[src/rtl/core/nsr_pkg.sv]
// ----------------------------------------------------------------------------
// nsr_pkg: shared constants and types for the Newton square root
// Fixed-point formats, widths and the handshake between sequencer and divider.
// ----------------------------------------------------------------------------
package nsr_pkg;

	localparam int FRAC_BITS   = 16;
	localparam int INPUT_BITS  = 31;
	localparam int ITER_BITS   = 6;
	localparam int GUESS_BITS  = INPUT_BITS + FRAC_BITS;
	localparam int OUT_BITS    = GUESS_BITS;
	localparam int NUM_BITS    = INPUT_BITS + 2 * FRAC_BITS;
	localparam int CNT_BITS    = $clog2(NUM_BITS);

	localparam logic [ITER_BITS-1:0] ITER_RESET = ITER_BITS'(10);

	typedef struct packed {
		logic busy;
		logic done;
	} div_stat_t;

endpackage

[src/rtl/core/nsr_div.sv]
// ----------------------------------------------------------------------------
// nsr_div: shared restoring divider
// One quotient bit a cycle; quotient truncated to the guess width.
// ----------------------------------------------------------------------------
module nsr_div (
	input  logic                              clk,
	input  logic                              arst_n,
	input  logic                              start,
	input  logic [nsr_pkg::NUM_BITS-1:0]      numer,
	input  logic [nsr_pkg::GUESS_BITS-1:0]    divisor,
	output logic [nsr_pkg::GUESS_BITS-1:0]    quotient,
	output nsr_pkg::div_stat_t                stat
);

	logic [nsr_pkg::NUM_BITS-1:0]   num_q;
	logic [nsr_pkg::GUESS_BITS-1:0] div_q;
	logic [nsr_pkg::GUESS_BITS-1:0] rem_q;
	logic [nsr_pkg::GUESS_BITS-1:0] quo_q;
	logic [nsr_pkg::CNT_BITS-1:0]   cnt_q;
	logic                           busy_q;
	logic                           done_q;

	logic [nsr_pkg::GUESS_BITS:0]   rem_sh;
	logic [nsr_pkg::GUESS_BITS:0]   rem_sub;
	logic                           qbit;

	assign rem_sh  = {rem_q, num_q[nsr_pkg::NUM_BITS-1]};
	assign rem_sub = rem_sh - {1'b0, div_q};
	assign qbit    = (rem_sh >= {1'b0, div_q});

	always_ff @(posedge clk or negedge arst_n) begin
		if (!arst_n) begin
			busy_q <= 1'b0;
			done_q <= 1'b0;
			cnt_q  <= '0;
		end else begin
			if (start) begin
				busy_q <= 1'b1;
				done_q <= 1'b0;
				cnt_q  <= nsr_pkg::CNT_BITS'(nsr_pkg::NUM_BITS - 1);
			end else if (busy_q) begin
				cnt_q  <= cnt_q - 1'b1;
				busy_q <= (cnt_q != '0);
				done_q <= (cnt_q == '0);
			end else begin
				done_q <= 1'b0;
			end
		end
	end

	always_ff @(posedge clk) begin
		if (start) begin
			num_q <= numer;
			div_q <= divisor;
			rem_q <= '0;
			quo_q <= '0;
		end else if (busy_q) begin
			num_q <= {num_q[nsr_pkg::NUM_BITS-2:0], 1'b0};
			rem_q <= qbit ? rem_sub[nsr_pkg::GUESS_BITS-1:0] : rem_sh[nsr_pkg::GUESS_BITS-1:0];
			quo_q <= {quo_q[nsr_pkg::GUESS_BITS-2:0], qbit};
		end
	end

	assign quotient  = quo_q;
	assign stat.busy = busy_q;
	assign stat.done = done_q;

	a_done_pulse: assert property (@(posedge clk) disable iff (!arst_n)
		done_q |=> !done_q)
		else $error("divider done held longer than one cycle");

	a_start_busy: assert property (@(posedge clk) disable iff (!arst_n)
		start |=> busy_q && !done_q)
		else $error("divider not busy after start");

	a_done_after_busy: assert property (@(posedge clk) disable iff (!arst_n)
		done_q |-> $past(busy_q) && !busy_q)
		else $error("divider done without a finishing pass");

endmodule

[src/rtl/core/newton_square_root.sv]
// ----------------------------------------------------------------------------
// newton_square_root: Newton-Raphson square root, 16 fraction bits
// Sequencer around one shared bit-serial divider.
//
//   channel  direction  handshake                 payload
//   in       in         in_valid / in_stall       radicand (31 b)
//   out      out        out_valid / out_stall     root_estimate (47 b)
//   cfg      in         cfg_wr_en                 cfg_wr_data (iteration_count, 6 b)
//
// An item with radicand 0 or 1, or with iteration_count 0, skips the divider and
// goes to the output register. Otherwise each Newton step is one start state plus
// a divider pass over the 63 numerator bits, one numerator bit a cycle.
// One item is in work at a time; the next is taken once the result is loaded.
// A stalled result holds the sequencer in its final state; reset clears
// control state and sets iteration_count to 10.
// ----------------------------------------------------------------------------
module newton_square_root (
	input  logic                              clk,
	input  logic                              arst_n,
	input  logic                              in_valid,
	output logic                              in_stall,
	input  logic [nsr_pkg::INPUT_BITS-1:0]    radicand,
	output logic                              out_valid,
	input  logic                              out_stall,
	output logic [nsr_pkg::OUT_BITS-1:0]      root_estimate,
	input  logic                              cfg_wr_en,
	input  logic [nsr_pkg::ITER_BITS-1:0]     cfg_wr_data
);

	typedef enum logic [1:0] {
		S_IDLE,
		S_START,
		S_DIV,
		S_FINISH
	} state_t;

	state_t                          state_q;
	logic [nsr_pkg::ITER_BITS-1:0]   iter_cfg_q;
	logic [nsr_pkg::ITER_BITS-1:0]   iter_left_q;
	logic [nsr_pkg::GUESS_BITS-1:0]  guess_q;
	logic [nsr_pkg::NUM_BITS-1:0]    num_q;
	logic                            out_valid_q;
	logic [nsr_pkg::OUT_BITS-1:0]    out_q;

	logic                            accept;
	logic                            small_in;
	logic                            div_start;
	logic [nsr_pkg::GUESS_BITS-1:0]  quotient;
	logic [nsr_pkg::GUESS_BITS:0]    sum;
	nsr_pkg::div_stat_t              div_stat;

	assign in_stall  = (state_q != S_IDLE);
	assign accept    = in_valid && !in_stall;
	assign small_in  = (radicand[nsr_pkg::INPUT_BITS-1:1] == '0);
	assign div_start = (state_q == S_START);
	assign sum       = {1'b0, quotient} + {1'b0, guess_q};

	nsr_div u_div (
		.clk      (clk),
		.arst_n   (arst_n),
		.start    (div_start),
		.numer    (num_q),
		.divisor  (guess_q),
		.quotient (quotient),
		.stat     (div_stat)
	);

	always_ff @(posedge clk or negedge arst_n) begin
		if (!arst_n) begin
			iter_cfg_q <= nsr_pkg::ITER_RESET;
		end else if (cfg_wr_en) begin
			iter_cfg_q <= cfg_wr_data;
		end
	end

	always_ff @(posedge clk or negedge arst_n) begin
		if (!arst_n) begin
			state_q     <= S_IDLE;
			out_valid_q <= 1'b0;
			out_q       <= '0;
			iter_left_q <= '0;
		end else begin
			if (out_valid_q && !out_stall && state_q != S_FINISH) begin
				out_valid_q <= 1'b0;
			end
			unique case (state_q)
				S_IDLE: begin
					if (accept) begin
						iter_left_q <= iter_cfg_q;
						if (small_in || iter_cfg_q == '0) begin
							state_q <= S_FINISH;
						end else begin
							state_q <= S_START;
						end
					end
				end
				S_START: begin
					state_q <= S_DIV;
				end
				S_DIV: begin
					if (div_stat.done) begin
						iter_left_q <= iter_left_q - 1'b1;
						state_q     <= (iter_left_q == nsr_pkg::ITER_BITS'(1)) ? S_FINISH : S_START;
					end
				end
				S_FINISH: begin
					if (!out_valid_q || !out_stall) begin
						out_valid_q <= 1'b1;
						out_q       <= guess_q;
						state_q     <= S_IDLE;
					end
				end
				default: begin
					state_q <= S_IDLE;
				end
			endcase
		end
	end

	always_ff @(posedge clk) begin
		if (accept) begin
			num_q <= {radicand, {(2 * nsr_pkg::FRAC_BITS){1'b0}}};
			if (small_in) begin
				guess_q <= {{(nsr_pkg::GUESS_BITS - nsr_pkg::FRAC_BITS - 1){1'b0}}, radicand[0],
					{nsr_pkg::FRAC_BITS{1'b0}}};
			end else begin
				guess_q <= {1'b0, radicand[nsr_pkg::INPUT_BITS-1:1], {nsr_pkg::FRAC_BITS{1'b0}}};
			end
		end else if (state_q == S_DIV && div_stat.done) begin
			guess_q <= sum[nsr_pkg::GUESS_BITS:1];
		end
	end

	assign out_valid     = out_valid_q;
	assign root_estimate = out_q;

	a_small_skip: assert property (@(posedge clk) disable iff (!arst_n)
		accept && small_in |=> state_q == S_FINISH)
		else $error("radicand below two entered the divider loop");

	a_start_runs_div: assert property (@(posedge clk) disable iff (!arst_n)
		state_q == S_START |=> state_q == S_DIV && div_stat.busy)
		else $error("divider idle after a Newton step started");

	a_steps_left: assert property (@(posedge clk) disable iff (!arst_n)
		state_q == S_DIV |-> iter_left_q != '0)
		else $error("Newton step running with no steps left");

	a_div_quiet: assert property (@(posedge clk) disable iff (!arst_n)
		state_q == S_IDLE || state_q == S_FINISH |-> !div_stat.busy)
		else $error("divider busy outside a Newton step");

endmodule

[config.mk]
export PLATFORM = sky130hd
export DESIGN_NAME = newton_square_root
export DESIGN_NICKNAME = d
export VERILOG_FILES = /design/src/rtl/core/nsr_pkg.sv /design/src/rtl/core/nsr_div.sv /design/src/rtl/core/newton_square_root.sv
export SDC_FILE = /design/constraint.sdc
export NUM_CORES = 1
export LEC_CHECK = 0
export BUFFER_PORTS_ARGS = -buffer_cell sky130_fd_sc_hd__buf_4
export CAP_MARGIN = 15
export CELL_PAD_IN_SITES_DETAIL_PLACEMENT = 0
export CELL_PAD_IN_SITES_GLOBAL_PLACEMENT = 2
export CORE_MARGIN = 2
export CORE_UTILIZATION = 40
export CTS_BUF_LIST = sky130_fd_sc_hd__clkbuf_4 sky130_fd_sc_hd__clkbuf_8
export DETAILED_ROUTE_END_ITERATION = 10
export HOLD_SLACK_MARGIN = 0.08
export PLACE_DENSITY = 0.83
export SLEW_MARGIN = 20
export SYNTH_ARGS = -nofsm -noshare
export SYNTH_HDL_FRONTEND = slang
export SYNTH_SLANG_ARGS = --single-unit
[constraint.sdc]
create_clock -name clk -period 3.9 [get_ports clk]
set_clock_uncertainty 0.15 [all_clocks]
set_input_delay 0.39 -clock clk [delete_from_list [all_inputs] [get_ports clk]]
set_output_delay 0.39 -clock clk [all_outputs]
set_load 0.01 [all_outputs]
; ---- After elaboration in Yosys (flattened, before gate mapping)
; Index checks and enable logic that the tools add are counted.
; Widths: inputs -> output; s select.
[word_totals]
output_inout_bits = 49
reg_bits = 351
inputBits = 42
word_cells = 73
[classes]
n_reduce_logical = 21
eq_ne = 8
magnitude_cmp = 1
add_sub_neg = 4
mux = 24
[op_table]
columns = cell, n
row1 = $mux 47, 3
row2 = $mux 63, 2
row3 = $add 47x47->48, 1
row4 = $ge 48x47->1, 1
row5 = $sub 47x47->47, 1
row6 = $mux 46, 1
row7 = $logic_not 30->1, 1
row8 = $mux 6, 4
row9 = $logic_not 6->1, 2
row10 = $pmux 6 s2, 1
row11 = $sub 6x1->6 const B, 2
row12 = $mux 2, 5
row13 = $pmux 2 s4, 1
row14 = $reduce_bool 2->1, 4
row15 = $mux 1, 7
row16 = $eq 6x1->1 const B, 1
row17 = $ne 2x2->1 const B, 3
row18 = $reduce_and 3->1, 2
row19 = $reduce_bool 6->1, 1
row20 = $eq 2x2->1 const B, 2
row21 = $logic_and 1x1->1, 4
row22 = $logic_not 1->1, 3
row23 = $eq 2x1->1 const B, 1
row24 = $logic_not 2->1, 1
row25 = other kinds (3), 4

; ---- Logic depth before layout (Yosys ltp)
[logic_depth]
word_depth = 6
mapped_depth = 15
mapped_depth_nobuf = 13

; ---- Hierarchy
; Synthesis repeated with hierarchy kept, for this count alone.
[hier_totals]
cells_unflattened = 1839
hier_area_um2 = 19205.9
[modules_own_cells]
columns = mod, seq_area_each_um2, instances, area_each_um2, cells_per_inst
row1 = nsr_div, 5385.2, 1, 11198.2, 1087
row2 = newton_square_root, 3896.2, 1, 8007.7, 752

; ---- Worst setup path after synthesis
; Ideal clock, no wire load.
[synth_timing]
path_type = register to register
start = register u_div.div_q[0] in the netlist's numbering
end = register u_div.rem_q[43] in the netlist's numbering
setup_ps = 115
n_path_buf = 2
stages_incl_launch_ff = 14
t_arrival_ps = 2902
period_less_slack_ps = 3167
slack_ps = 733
required_ps = 3635
cell_sequence = edfxtp_1 ha_1 fa_1 and2b_1 o211ai_1 a31oi_2 o21ba_2 o21ai_1 a211o_1 a31oi_4 buf_4 buf_4 nand2_1 o21a_1
[synth_via]
elab_chain_len = 2
word_cells_on_any_way = 3
classes_between = add/sub: 1 / order compare: 1 / mux: 1
[synth_lines]
columns = item, line
row1 = "start, declared", nsr_div.sv:16  ; logic [nsr_pkg::GUESS_BITS-1:0] div_q;
row2 = "start signal, assigned", nsr_div.sv:54  ; div_q <= divisor;
row3 = $sub 47x47->47 or $ge 48x47->1 (tied branches), "nsr_div.sv:28, nsr_div.sv:29"
row4 = $mux 47 *, nsr_div.sv:59  ; rem_q <= qbit ? rem_sub[nsr_pkg::GUESS_BITS-1:0] : rem_sh[nsr_pkg::GUESS_BITS-1:0];
row5 = "end signal, assigned", nsr_div.sv:59
row6 = "end, declared", nsr_div.sv:17  ; logic [nsr_pkg::GUESS_BITS-1:0] rem_q;
; Mark *: on every way between the ends. The rest lies on a longest branch, timed or not.
; A chain may end at the register's enable or synchronous reset.

; ---- Worst setup path in the final report
[layout_timing]
start = register u_div.num_q[62] in the netlist's numbering
end = register u_div.rem_q[10] in the netlist's numbering
[layout_via]
elab_chain_len = 2
word_cells_on_any_way = 3
classes_between = add/sub: 1 / order compare: 1 / mux: 1
[layout_lines]
columns = item, line
row1 = "start, declared", nsr_div.sv:15  ; logic [nsr_pkg::NUM_BITS-1:0] num_q;
row2 = "start signal, assigned", nsr_div.sv:53  ; num_q <= numer;
row3 = "start signal, assigned", nsr_div.sv:58  ; num_q <= {num_q[nsr_pkg::NUM_BITS-2:0], 1'b0};
row4 = $sub 47x47->47 or $ge 48x47->1 (tied branches), "nsr_div.sv:28, nsr_div.sv:29"
row5 = $mux 47 *, nsr_div.sv:59
; Marked as above.

==> tab_implementation.tex <==
\begin{tabular}{lr}
\hline
Metric & Value \\
\hline
\multicolumn{2}{l}{\textbf{Floorplanning}} \\
\quad Die area & between 0.04 and 0.05 mm\^{}2 \\
\quad Number of rows in the core area & 76 \\
\quad Vert. Die Dim & 214.2 um \\
\quad Core Footprint & around 0.043 mm\^{}2 \\
\quad Effective utilization at floorplan & around 41\% \\
\quad Overall die width & approximately 210 um \\
\quad Count of pins on the block boundary & between 90 and 100 \\
\multicolumn{2}{l}{\textbf{Place}} \\
\quad Sum of net half-perimeters after detailed placement & about 32 mm \\
\quad Routability congestion estimate & 0.8815 \\
\quad Count of buffers inserted at the top-level ports & 90 \\
\quad Placement Setup Slack & about 0.22 ns \\
\quad Cell count after placement & 2390 \\
\multicolumn{2}{l}{\textbf{Power and ir drop}} \\
\quad Internal cell power & between 0.01 and 0.015 W \\
\quad Combinational group share of total power & roughly 50\% \\
\quad Switching Share & 40.41\% \\
\quad Relative contribution of sequential cells to total power & 32.5\% \\
\quad Leak pwr & 9.317 nW \\
\quad Power density over the cells & $\sim$900 mW/mm\^{}2 \\
\quad Total net switching power & about 0.0075 W \\
\quad Worst-case vdd ir drop & 0.3835 mV \\
\quad Part of the total power dissipated in the clock network & between 10\% and 20\% \\
\multicolumn{2}{l}{\textbf{Synthesis}} \\
\quad Post-synthesis cell area & between 0.015 and 0.02 mm\^{}2 \\
\quad Number of synthesized register bits & 320 \\
\quad Most used flip-flop cell after synthesis & edfxtp\_1 \\
\quad Area leader, netlist & edfxtp\_1 \\
\quad Post-synthesis sequential area ratio & between 40\% and 50\% \\
\quad Cell types with the largest area share after synthesis & edfxtp\_1, dfxtp\_1, dfrtp\_1 \\
\quad Number of synthesized flops with an enable pin & approximately 160 \\
\quad Async set or reset register ratio after synthesis & between 20\% and 30\% \\
\quad Proportion of netlist area held by the largest area contributor & 26.52\% \\
\quad Net count of the mapped netlist & approximately 1.9k \\
\quad Cell count after synthesis & approximately 1.8k \\
\quad Per-instance average area after synthesis & about 9.9 um\^{}2 \\
\quad Yosys warning total & 0 \\
\quad Number of different library cells in the post-synthesis netlist & 77 \\
\multicolumn{2}{l}{\textbf{Global routing}} \\
\quad Global-route total usage across every layer & about 20\% \\
\quad Number of global-route vias before repair & 13.50k \\
\quad Antenna violations before repair & 1 \\
\quad Overall overflow remaining after global route & 0 \\
\quad Maximum number of pins on one net before global-route repair & 140 \\
\quad First-pass GRT wire length & roughly 74 mm \\
\multicolumn{2}{l}{\textbf{Min path}} \\
\quad Worst hold path class & in -> reg \\
\multicolumn{2}{l}{\textbf{CTS}} \\
\quad CTS H-tree lvls & 2 \\
\quad Clock Path Buffers & 3 \\
\quad Clock root buffer & clkbuf\_8 \\
\quad Clock slew seen by the registers of the worst setup and hold paths & approximately 0.060 ns \\
\quad Clock latency on the worst-skew pair & $\sim$0.66 ns \\
\quad CTS tree & built \\
\quad Number of sinks driven by the clock tree & between 300 and 400 \\
\quad Number of buffers created by CTS & 55 \\
\multicolumn{2}{l}{\textbf{Routing}} \\
\quad Routed via count & between 10k and 15k \\
\quad Remaining routing DRC violations & 0 \\
\quad Via density per instance & between 5 and 6 \\
\quad Detailed-routing iteration count for the pre-antenna-repair pass & 5 \\
\quad Antenna Nets Post-Route & 0 \\
\quad Wire length per cell after detailed routing & 18.10 um \\
\quad Overall routed net length & between 40 and 50 mm \\
\quad Initial DRC count & around 750 \\
\multicolumn{2}{l}{\textbf{Timing}} \\
\quad Worst hold-check slack & 0.1906 ns \\
\quad FMAX & roughly 270 MHz \\
\quad Unrepaired setup endpoints after global routing & false \\
\quad Transition time of the tightest slew-check pin & approximately 0.9 ns \\
\quad Final critical path time including I/O delays and setup & between 3 and 4 ns \\
\quad Final period util & 94.48\% \\
\quad Final Hold Violating Endpoints & 0 \\
\quad Setup TNS & 0 ns \\
\quad Final Max Slew Viols & 0 \\
\quad Final setup viols & 0 \\
\quad Worst path setup slack after routing & between 0.2 and 0.25 ns \\
\quad Relative max-transition margin & between 30\% and 40\% \\
\multicolumn{2}{l}{\textbf{Layout}} \\
\quad Final layout net count & 2050 \\
\quad Layout Area Growth over Synthesis & 16.79\% \\
\quad Most common cell after layout, fill and taps aside & nand2\_1 \\
\quad Filler Cell Count & 4176 \\
\quad Post-route non-filler standard cell count & 2540 \\
\quad Inserted Diodes & 0 \\
\quad Layout cell share with drive strength beyond 1 & between 10\% and 20\% \\
\quad Most frequent cells in the layout & nand2\_1, edfxtp\_1, nor2\_1 \\
\multicolumn{2}{l}{\textbf{Worst setup path}} \\
\quad Critical Path Source Type & flop \\
\quad Data required, critical path & around 4.3 ns \\
\quad Critical path class & reg -> reg \\
\quad Crit path DAT & slightly above 4 ns \\
\quad Delay-heaviest family, CP & compound AO/OA/AOI/OAI gates \\
\quad Category of the worst setup path capture point & flop \\
\quad List of cells traversed by the critical path & inv\_1 -> ha\_1 -> fa\_1 -> and2b\_1 -> o211ai\_1 -> a31oi\_2 -> o21ba\_2 -> o21ai\_1 -> a211o\_1 -> a31oi\_4 -> buf\_12 -> buf\_4 -> mux2i\_1 -> a211oi\_1 \\
\quad Critical-path maximum fanout & 18 \\
\quad Slowest cell on the critical path & fa\_1 \\
\quad Worst path max stage delay & 0.40 ns \\
\quad Critical path buffers and inverters & 3 \\
\multicolumn{2}{l}{\textbf{Run}} \\
\quad Total of max-cap violations & 0 \\
\multicolumn{2}{l}{\textbf{Status}} \\
\quad Outcome & finished clean \\
\hline
\end{tabular}
==> worst register-to-register path, cell delays in order, from the launching register on <==
cell      delay, ns
edfxtp_1       0.35
inv_1          0.05
ha_1           0.20
fa_1           0.40
and2b_1        0.23
o211ai_1       0.12
a31oi_2        0.26
o21ba_2        0.19
o21ai_1        0.17
a211o_1        0.38
a31oi_4        0.29
buf_12         0.23
buf_4          0.20
mux2i_1        0.21
a211oi_1       0.09
==> flip-flops by register name, indices dropped and copies added (netlist names) <==
name            count
u_div.div_q        47
u_div.cnt_q         6
iter_cfg_q          6
u_div.rem_q        47
guess_q            47
u_div.done_q        1
iter_left_q         6
num_q              31
u_div.num_q        31
out_valid           1
root_estimate      47
u_div.busy_q        1
u_div.quotient     47
state_q             2
==> final timing paths <==
check	start	endpoint	slack [ns]	cells after the start
max in group asynchronous	arst_n	root_estimate[33]$_DFFE_PN0P_	2.58	3
worst min register to register	guess_q[11]$_SDFFCE_PP0P_	u_div.div_q[11]$_DFFE_PP_	0.33	0
worst min-delay path	in_valid	state_q[1]$_DFFE_PN0P_	0.19	5
min in group asynchronous	arst_n	root_estimate[6]$_DFFE_PN0P_	0.23	2
worst max-delay path	u_div.num_q[62]$_DFFE_PP_	u_div.rem_q[10]$_SDFFE_PP0P_	0.22	14
worst max register to register	u_div.num_q[62]$_DFFE_PP_	u_div.rem_q[10]$_SDFFE_PP0P_	0.22	14
==> through the flow <==
| step | total power, W | utilization [%] | cell area [um^2] |
|---|---|---|---|
| 5_1_grt | 0.02012 | 47.58 | 20630 |
| 2_1_floorplan | 0.01265 | - | 17670 |
| 3_5_place_dp | 0.01528 | 43.74 | 18960 |
| 6_report | 0.01865 | 47.58 | 20630 |
| 3_3_place_gp | 0.01518 | 43.74 | 18960 |
| 4_1_cts | 0.01868 | 47.47 | 20580 |
==> cell usage after synthesis, drive strengths merged (7+ instances only) <==
| library cell | count |
|---|---|
| nand2 | 204 |
| edfxtp | 156 |
| nor2 | 151 |
| a21oi | 135 |
| o21ai | 106 |
| ha | 97 |
| dfxtp | 94 |
| inv | 87 |
| mux2i | 84 |
| clkbuf | 74 |
| a21o | 69 |
| dfrtp | 68 |
| mux2 | 57 |
| xnor2 | 46 |
| a211oi | 39 |
| nand4 | 35 |
| xor2 | 33 |
| nand3 | 28 |
| buf | 25 |
| nor3 | 24 |
| a31oi | 21 |
| o21bai | 18 |
| o21a | 15 |
| nand2b | 13 |
| nor4 | 12 |
| and3 | 11 |
| o211ai | 11 |
| nor2b | 7 |
| o31ai | 7 |
==> power groups by stage <==
stage	sequential [W]	combinational [W]	clock [W]
detailed placement	0.00612	0.00916	0
CTS	0.00606	0.00926	0.00336
floorplan	0.00584	0.00681	0
global route	0.00621	0.0104	0.00350
global placement	0.00610	0.00908	0
finish	0.00606	0.00933	0.00326
==> kinds of logic after synthesis <==
kind of cell	after synthesis	share of synthesized area, %
AOI/OAI and AO/OA	451	16.42
xor gates and xnor gates	79	3.917
adders and majority gates	99	7.097
buffers and inverters	186	4.221
DFF	320	47.10
muxes	141	8.414
and+or+nand+nor	509	12.83
==> what timing repair did <==
item	in CTS	in global routing
hold endpoints to repair	124	0
hold buffers	45	0
gates resized for setup	0	2
buffers inserted	0	1
setup endpoints to repair	0	3
==> final cells by class <==
cell class / instances / area [um^2] / share of cell area, %
Clock buffer: 83 / 992.2 / 4.809
Clock inverter: 20 / 177.7 / 0.8612
Inverter: 87 / 331.6 / 1.607
Multi-Input combinational cell: 1279 / 8635 / 41.85
Sequential cell: 320 / 8324 / 40.35
Tap cell: 585 / 732.0 / 3.548
Timing Repair Buffer: 166 / 1439 / 6.974
==> metal layers <==
layer | wire length [um] | vias to the layer above | GRT usage (%) | share of wire, %
li1 | - | 6686 | - | -
met1 | 22840 | 6464 | 28.82 | 50
met2 | 20680 | 219 | 31.61 | 45
met3 | 1656 | 55 | 3.177 | 3.6
met4 | 803 | 0 | 4.560 | 1.7
met5 | 0 | - | 0 | 0
Power figures use the tool's default switching activity.
